## src/hdl/ipv4_address_port_parser_assert.svh

```systemverilog
// Assertion macros for the IPv4 address/port parser.
// No dependencies; included by the top level. Bodies are empty for synthesis.
`ifndef IPV4_ADDRESS_PORT_PARSER_ASSERT_SVH
`define IPV4_ADDRESS_PORT_PARSER_ASSERT_SVH

`ifndef SYNTHESIS

// antecedent implies consequent in the same cycle
`define IAPP_ASSERT_SAME(lbl, clk, rst, ante, cons) \
  lbl: assert property (@(posedge clk) disable iff (rst) (ante) |-> (cons)) \
    else $error("ipv4 parser check failed");

// antecedent implies consequent in the next cycle
`define IAPP_ASSERT_NEXT(lbl, clk, rst, ante, cons) \
  lbl: assert property (@(posedge clk) disable iff (rst) (ante) |=> (cons)) \
    else $error("ipv4 parser check failed");

`else

`define IAPP_ASSERT_SAME(lbl, clk, rst, ante, cons)
`define IAPP_ASSERT_NEXT(lbl, clk, rst, ante, cons)

`endif

`endif

```

## src/hdl/ipv4ap_pkg.sv

```systemverilog
// Package for the IPv4 address/port parser: character codes, widths, status codes.
// No dependencies.
package ipv4ap_pkg;

  localparam int CHAR_W   = 8;
  localparam int OCTET_W  = 8;
  localparam int PORT_W   = 16;
  localparam int NUM_OCT  = 4;
  localparam int TALLY_W  = 3;
  localparam int OUT_W    = 56;  // 2 + 4*8 + 16 = 50 bits, padded to whole bytes

  localparam logic [CHAR_W-1:0]  CHAR_ZERO  = 8'h30;  // '0'
  localparam logic [CHAR_W-1:0]  CHAR_NINE  = 8'h39;  // '9'
  localparam logic [CHAR_W-1:0]  CHAR_DOT   = 8'h2E;  // '.'
  localparam logic [CHAR_W-1:0]  CHAR_COLON = 8'h3A;  // ':'
  localparam logic [OCTET_W-1:0] OCTET_MAX  = 8'hFF;  // octet value that fails the check
  localparam logic [TALLY_W-1:0] TALLY_MAX  = 3'd7;
  localparam logic [TALLY_W-1:0] TALLY_FULL = 3'd3;   // dots in a well-formed address

  typedef enum logic [1:0] {
    ST_VALID     = 2'd0,
    ST_INVALID   = 2'd1,
    ST_MALFORMED = 2'd2
  } status_t;

  typedef logic [OCTET_W-1:0] octet_t;

endpackage

```

## src/hdl/ipv4_address_port_parser.sv

```systemverilog
// IPv4 dotted-quad address and port parser, one character per cycle.
// Depends on ipv4ap_pkg and ipv4_address_port_parser_assert.svh.
//
//  channel | dir | signals                 | payload
//  --------+-----+-------------------------+---------------------------------------------
//  input   | in  | s_tvalid/s_tready       | s_tdata: character; s_tlast: last
//  result  | out | m_tvalid/m_tready       | m_tdata: status, octet_a..d, port_number
//
// One item per cycle: the parse state updates in the cycle an item is accepted; the
// character marked last loads the result register and returns the state to its start.
// A result appears in the cycle after its last item is accepted and holds until m_tready.
// s_tready stays high while the result register is empty or draining, so input
// stalls only when a result waits and m_tready is low. Reset (rst, synchronous)
// empties the result register and restores the parse state.
`include "ipv4_address_port_parser_assert.svh"

module ipv4_address_port_parser (
  input  logic                            clk,
  input  logic                            rst,
  input  logic                            s_tvalid,
  output logic                            s_tready,
  input  logic [ipv4ap_pkg::CHAR_W-1:0]   s_tdata,   // [7:0] character
  input  logic                            s_tlast,   // last
  output logic                            m_tvalid,
  input  logic                            m_tready,
  output logic [ipv4ap_pkg::OUT_W-1:0]    m_tdata    // [1:0] status, [9:2] octet_a,
                                                     // [17:10] octet_b, [25:18] octet_c,
                                                     // [33:26] octet_d, [49:34] port_number,
                                                     // [55:50] zero
);
  import ipv4ap_pkg::*;

  typedef enum logic [1:0] {
    PH_OCTET = 2'd0,
    PH_PORT  = 2'd1,
    PH_STOP  = 2'd2
  } phase_t;

  // parse state
  phase_t              phase, phase_next;
  logic                at_first, at_first_next;
  logic                bad_start, bad_start_next;
  logic [TALLY_W-1:0]  dot_tally, dot_tally_next;
  octet_t              octets [NUM_OCT];
  octet_t              octets_next [NUM_OCT];
  logic [PORT_W-1:0]   port_accum, port_accum_next;

  // result register
  status_t             res_status, status_next;
  octet_t              res_octets [NUM_OCT];
  logic [PORT_W-1:0]   res_port;

  logic                in_fire;
  logic                is_digit;
  logic [3:0]          digit;
  logic [1:0]          oct_idx;
  octet_t              oct_cur;

  assign in_fire  = s_tvalid && s_tready;
  assign s_tready = !m_tvalid || m_tready;

  assign is_digit = (s_tdata >= CHAR_ZERO) && (s_tdata <= CHAR_NINE);
  assign digit    = 4'(s_tdata - CHAR_ZERO);
  assign oct_idx  = dot_tally[1:0];
  assign oct_cur  = octets[oct_idx];

  // next parse state for the incoming character
  always_comb begin
    phase_next      = phase;
    at_first_next   = 1'b0;
    bad_start_next  = bad_start;
    dot_tally_next  = dot_tally;
    octets_next     = octets;
    port_accum_next = port_accum;
    if (at_first && !is_digit) begin
      bad_start_next = 1'b1;
      phase_next     = PH_STOP;
    end else begin
      unique case (phase)
        PH_OCTET: begin
          if (is_digit) begin
            // octets past the fourth are dropped
            if (!dot_tally[2]) begin
              octets_next[oct_idx] = {oct_cur[4:0], 3'b000} + {oct_cur[6:0], 1'b0}
                                     + {4'b0000, digit};
            end
          end else if (s_tdata == CHAR_DOT) begin
            if (dot_tally != TALLY_MAX) begin
              dot_tally_next = dot_tally + 3'd1;
            end
            if (!dot_tally_next[2]) begin
              octets_next[dot_tally_next[1:0]] = '0;
            end
          end else if (s_tdata == CHAR_COLON) begin
            phase_next = PH_PORT;
          end else begin
            phase_next = PH_STOP;
          end
        end
        PH_PORT: begin
          if (is_digit) begin
            port_accum_next = {port_accum[12:0], 3'b000} + {port_accum[14:0], 1'b0}
                              + {12'h000, digit};
          end else begin
            phase_next = PH_STOP;
          end
        end
        default: ;  // stopped: characters are ignored
      endcase
    end
  end

  // status of the string as it stands after this character
  always_comb begin
    if (bad_start_next) begin
      status_next = ST_MALFORMED;
    end else if ((dot_tally_next == TALLY_FULL)
                 && (octets_next[0] != OCTET_MAX) && (octets_next[1] != OCTET_MAX)
                 && (octets_next[2] != OCTET_MAX) && (octets_next[3] != OCTET_MAX)) begin
      status_next = ST_VALID;
    end else begin
      status_next = ST_INVALID;
    end
  end

  // parse state and result valid
  always_ff @(posedge clk) begin
    if (rst) begin
      phase      <= PH_OCTET;
      at_first   <= 1'b1;
      bad_start  <= 1'b0;
      dot_tally  <= '0;
      octets     <= '{default: '0};
      port_accum <= '0;
      m_tvalid   <= 1'b0;
    end else begin
      if (in_fire) begin
        if (s_tlast) begin
          phase      <= PH_OCTET;
          at_first   <= 1'b1;
          bad_start  <= 1'b0;
          dot_tally  <= '0;
          octets     <= '{default: '0};
          port_accum <= '0;
        end else begin
          phase      <= phase_next;
          at_first   <= at_first_next;
          bad_start  <= bad_start_next;
          dot_tally  <= dot_tally_next;
          octets     <= octets_next;
          port_accum <= port_accum_next;
        end
      end
      if (in_fire && s_tlast) begin
        m_tvalid <= 1'b1;
      end else if (m_tready) begin
        m_tvalid <= 1'b0;
      end
    end
  end

  // result payload
  always_ff @(posedge clk) begin
    if (in_fire && s_tlast) begin
      res_status <= status_next;
      res_octets <= octets_next;
      res_port   <= port_accum_next;
    end
  end

  assign m_tdata = {6'b000000, res_port, res_octets[3], res_octets[2], res_octets[1],
                    res_octets[0], res_status};

  // checks
  `IAPP_ASSERT_NEXT(a_last_gives_result, clk, rst, in_fire && s_tlast, m_tvalid)
  `IAPP_ASSERT_NEXT(a_last_restarts, clk, rst, in_fire && s_tlast,
                    at_first && !bad_start && (dot_tally == '0) && (phase == PH_OCTET))
  `IAPP_ASSERT_SAME(a_malformed_zero, clk, rst, m_tvalid && (res_status == ST_MALFORMED),
                    (res_port == '0) && (res_octets[0] == '0) && (res_octets[3] == '0))
  `IAPP_ASSERT_SAME(a_first_state, clk, rst, at_first,
                    !bad_start && (dot_tally == '0) && (port_accum == '0))

endmodule

```

## config.mk

```make
export PLATFORM = sky130hd
export DESIGN_NAME = ipv4_address_port_parser
export DESIGN_NICKNAME = d
export VERILOG_FILES = /design/src/hdl/ipv4ap_pkg.sv /design/src/hdl/ipv4_address_port_parser.sv
export VERILOG_INCLUDE_DIRS = /design/src /design/src/hdl
export SDC_FILE = /design/constraint.sdc
export NUM_CORES = 1
export LEC_CHECK = 0
export ABC_CLOCK_PERIOD_IN_PS = 3450
export BUFFER_PORTS_ARGS = -buffer_cell sky130_fd_sc_hd__buf_2
export CORE_MARGIN = 2
export CORE_UTILIZATION = 40
export CTS_CLUSTER_DIAMETER = 60
export DETAILED_ROUTE_END_ITERATION = 16
export MAX_ROUTING_LAYER = met4
export PLACE_DENSITY = 0.66
export SETUP_SLACK_MARGIN = 0.15
export SLEW_MARGIN = 10
export SYNTH_ARGS = -nofsm -noshare
export SYNTH_HDL_FRONTEND = slang
export SYNTH_SLANG_ARGS = --single-unit
```

## constraint.sdc

```tcl
create_clock -name clk -period 3.45 [get_ports clk]
set_input_delay 0 -clock clk [delete_from_list [all_inputs] [get_ports clk]]
set_output_delay 0 -clock clk [all_outputs]
set_load 0.05 [all_outputs]
```

==> summary.md <==
### Outcome
- **result of the run** finished, final reports clean

### Logic synthesis
- **portion of netlist area occupied by mux cells** 0.0384
- **share of flip-flops with an asynchronous set or reset** 0
- **post-synth cell types** 69
- **top post-synthesis cells by area** sky130_fd_sc_hd__edfxtp_1, sky130_fd_sc_hd__dfxtp_1, sky130_fd_sc_hd__ha_1
- **area share of the largest cell type after synthesis** 0.259
- **synthesized cell area** 5790 sq um
- **number of warnings issued by yosys** 0
- **simple-gate share of the synthesized area** 0.139
- **number of instances in the synthesized netlist** 552
- **top flip-flop cell by instance count after synthesis** sky130_fd_sc_hd__dfxtp_1
- **register area share after synthesis** 0.453
- **most area-hungry cell type in the Yosys netlist** sky130_fd_sc_hd__edfxtp_1
- **synthesized area divided by synthesized cell count** 10.5 sq um
- **#FFs+latches synth** 106
- **adder and majority gate portion of the synthesized area** 0.100
- **XOR/XNOR share of the synthesized area** 0.0222
- **compound-gate portion of the synthesized area** 0.205
- **count of flip-flops with a built-in enable after synthesis** 50
- **main combinational cell family by area after synthesis** compound AO/OA/AOI/OAI gates

### Global route
- **wire length of the first global-routing pass** 24.0 mm
- **via count of the first global-routing pass** 4606
- **residual overflow from global routing** 0
- **pin count of the biggest net entering global routing** 57
- **initial antenna violation count** 0
- **GRT Total Usage** 0.199

### Power and ir drop
- **maximum VDD drop** 0.210 mV
- **fraction of power spent switching nets** 0.261
- **reported leakage power** 2.75 nW
- **Seq pwr share** 0.530
- **Clk pwr share** 0.380
- **Internal Power** 0.00187 W
- **areal power density over the cells** 370 nW/um^2
- **proportion of power drawn by combinational gates** 0.090
- **switching power** 0.000662 W

### Worst setup path
- **largest stage delay on the critical path** 0.52 ns
- **Critical Path Sink Type** flop
- **top cell family by delay on the critical path** compound AO/OA/AOI/OAI gates
- **slowest library cell on the worst path** sky130_fd_sc_hd__mux4_2
- **critical path, cell by cell** mux4_2 > inv_2 > fa_1 > inv_1 > ha_4 > a21o_1 > a21oi_4 > o21ai_2 > xnor2_2 > a22o_1 > a21boi_1 > a311oi_2 > a41oi_2
- **end of the worst register-to-register path** res_status[0]
- **buffering stage count on the worst path with inverters included** 2
- **worst r2r path cells** 13
- **arrival time at the worst endpoint** 3.51 ns
- **startpoint type of the worst setup path** flop
- **setup slack on the worst flop-to-flop path** 0.03 ns
- **Critical Setup Path Class** flop to flop
- **data required time at the worst endpoint** 3.55 ns
- **Reg2Reg Launch Point** dot_tally[0]
- **highest fanout seen on the critical path** 3

### Timing
- **minimum setup slack in the final design** 0.0329 ns
- **final worst path period need** 3.42 ns
- **Rel. slew slack** 0.250
- **transition at the pin with the smallest max-transition slack** 1.13 ns
- **number of slew-limit violations in the final report** 0
- **Max Clock Freq** 293 MHz
- **RSZ-0062 raised after global routing** yes
- **Final period util** 0.990
- **Finish-stage setup viols** 0
- **Fin Clk Skew** 0.0120 ns
- **total count of hold-check failures in the final report** 0

### Min path
- **Endpoint, Worst Hold** m_tvalid
- **kind of path behind the tightest hold check** input port to flop
- **Hold Path Depth** 3
- **hold path startpoint** s_tlast

### Floorplan
- **cell row count** 43
- **die outline area** 15500 sq um
- **y dimension of the die** 124 um
- **DIE WIDTH** 124 um
- **core area** 14000 sq um
- **I/O pin count** 71
- **effective utilization at floorplan** 0.414

### CTS
- **deepest clock path buffer count** 2
- **Clk pin slew, worst setup/hold paths** 0.07 ns
- **Num CTS Buffers** 9
- **CTS HTree Levels** 3
- **clock tree sinks** 106
- **clock latency on the worst-skew pair** 0.36 ns
- **clock tree from TritonCTS** done
- **CTS Root Buffer Type** sky130_fd_sc_hd__clkbuf_16

### Layout
- **Antenna Diode Count** 0
- **layout cells sized above 1** 0.255
- **fin nets** 687
- **Area Overhead vs Synth** 18.1%
- **utilization after layout** 0.489

### Route
- **mean routed wirelength per cell** 18.4 um
- **ratio of routed vias to standard cells** 5.80
- **detailed-route DRC error count** 0
- **DR vias** 4726
- **WL final** 15.0 mm
- **number of routed nets with antenna violations** 0
- **1st-pass router iterations** 5
- **violation count after the first detailed-route iteration** 418

### Placement
- **count of input and output buffers** 64
- **final weighted congestion in routability-driven placement** 0.896
- **worst-case setup slack after placement** -0.108 ns
- **Final HPWL DP** 10.7 mm

### Flow run
- **max-cap violations** 0

layer usage:
layer / vias to the layer above / wire (um) / part of all wire / GRT usage
met4: 0 / 321 / 0.021 / 0.0753
met2: 140 / 7170 / 0.48 / 0.320
li1: 2232 / - / - / -
met1: 2333 / 6640 / 0.44 / 0.251
met5: - / 0 / 0 / -
met3: 21 / 845 / 0.056 / 0.0348
layout make-up:
class                           instances  area (sq um)
Clock inverter                          6          40.0
Inverter                               20          75.1
Sequential cell                       106          2630
Timing Repair Buffer                   95           563
Fill cell                            1327          7150
Tap cell                              180           225
Clock buffer                           10           229
Multi-Input combinational cell        398          3080
logic make-up after synthesis:
group                    after synthesis
AO/OA/AOI/OAI                        161
AND/OR/NAND/NOR                      161
flip-flops                           106
buffers and inverters                 53
adder cells (fa/ha/maj)               44
XOR/XNOR                              13
multiplexers                          13
other                                  1
cells in the final DEF, fill, tap and decap left out, drive strengths merged, types with 7 or more instances in the layout:
cell type  instances
o21ai             28
a21oi             20
a22o              29
xor2               7
nand2b            10
ha                40
buf               94
dfxtp             56
nand3              9
a22oi             43
nor3              10
nor2              63
nand2             33
inv               23
clkbuf            10
mux4               7
edfxtp            50
power by group through the flow:
stage / sequential, W / clock (W) / combinational [W]
after global routing: 0.00134 / 0.00103 / 0.000241
after global placement: 0.00137 / 0 / 0.000220
after floorplan: 0.00144 / 0 / 0.0000965
after detailed placement: 0.00137 / 0 / 0.000221
final: 0.00134 / 0.000963 / 0.000227
after CTS: 0.00134 / 0.000981 / 0.000225
registers in the layout, indices dropped and copies added, names as in the netlist:
signal and cells:
at_first 1, bad_start 1, m_tvalid 1, res_port 16, dot_tally 3, res_status 2, phase 2, octets 32
m_tdata 32, port_accum 16
how the worst max path moves through the flow:
stage | depth (start not counted) | from | to
after floorplan | 14 | dot_tally[0] | res_status[0]
after global placement | 13 | dot_tally[1] | res_status[0]
after detailed placement | 13 | dot_tally[1] | res_status[0]
after CTS | 13 | dot_tally[0] | res_status[0]
after global routing | 13 | dot_tally[0] | res_status[0]
final | 13 | dot_tally[0] | res_status[0]
stage by stage:
| stage | power (W) | area [sq um] | hold slack (ns) | TNS (ns) | cells |
|---|---|---|---|---|---|
| after global placement | 0.00159 | 6340 | 0.332 | -0.0286 | 787 |
| after CTS | 0.00255 | 6750 | 0.0288 | 0 | 811 |
| after floorplan | 0.00154 | 5830 | 0.219 | 0 | 557 |
| after global routing | 0.00261 | 6840 | 0.0723 | -0.0244 | 815 |
| after detailed placement | 0.00159 | 6340 | 0.344 | -0.108 | 787 |
| final | 0.00253 | 6840 | 0.0379 | 0 | 815 |
cell usage after synthesis (all sizes together) (5+ instances only):
master   n
a21oi   20
a22o    29
a22oi   43
and3     5
buf     12
clkbuf  21
dfxtp   56
edfxtp  50
ha      40
inv     20
mux4     7
nand2   33
nand2b  10
nand3    9
nor2    63
nor2b    6
nor3    10
o21ai   28
xnor2    6
xor2     7
worst reg2reg max path, stage by stage, from the launching register on:
cell and delay (ns):
sky130_fd_sc_hd__dfxtp_4 0.37, sky130_fd_sc_hd__mux4_2 0.52, sky130_fd_sc_hd__inv_2 0.07, sky130_fd_sc_hd__fa_1 0.44
sky130_fd_sc_hd__inv_1 0.12, sky130_fd_sc_hd__ha_4 0.21, sky130_fd_sc_hd__a21o_1 0.21, sky130_fd_sc_hd__a21oi_4 0.14
sky130_fd_sc_hd__o21ai_2 0.08, sky130_fd_sc_hd__xnor2_2 0.17, sky130_fd_sc_hd__a22o_1 0.21, sky130_fd_sc_hd__a21boi_1 0.14
sky130_fd_sc_hd__a311oi_2 0.35, sky130_fd_sc_hd__a41oi_2 0.14
what timing repair did:
action                                  CTS  global route
endpoints found under the setup margin    1            10
hold buffers                              1             0
pin swaps                                 9            14
gates resized for setup                  13            12
endpoints found under the hold margin     1             0
setup buffers                             7             4
No activity file was read; power rests on OpenSTA's default activity.
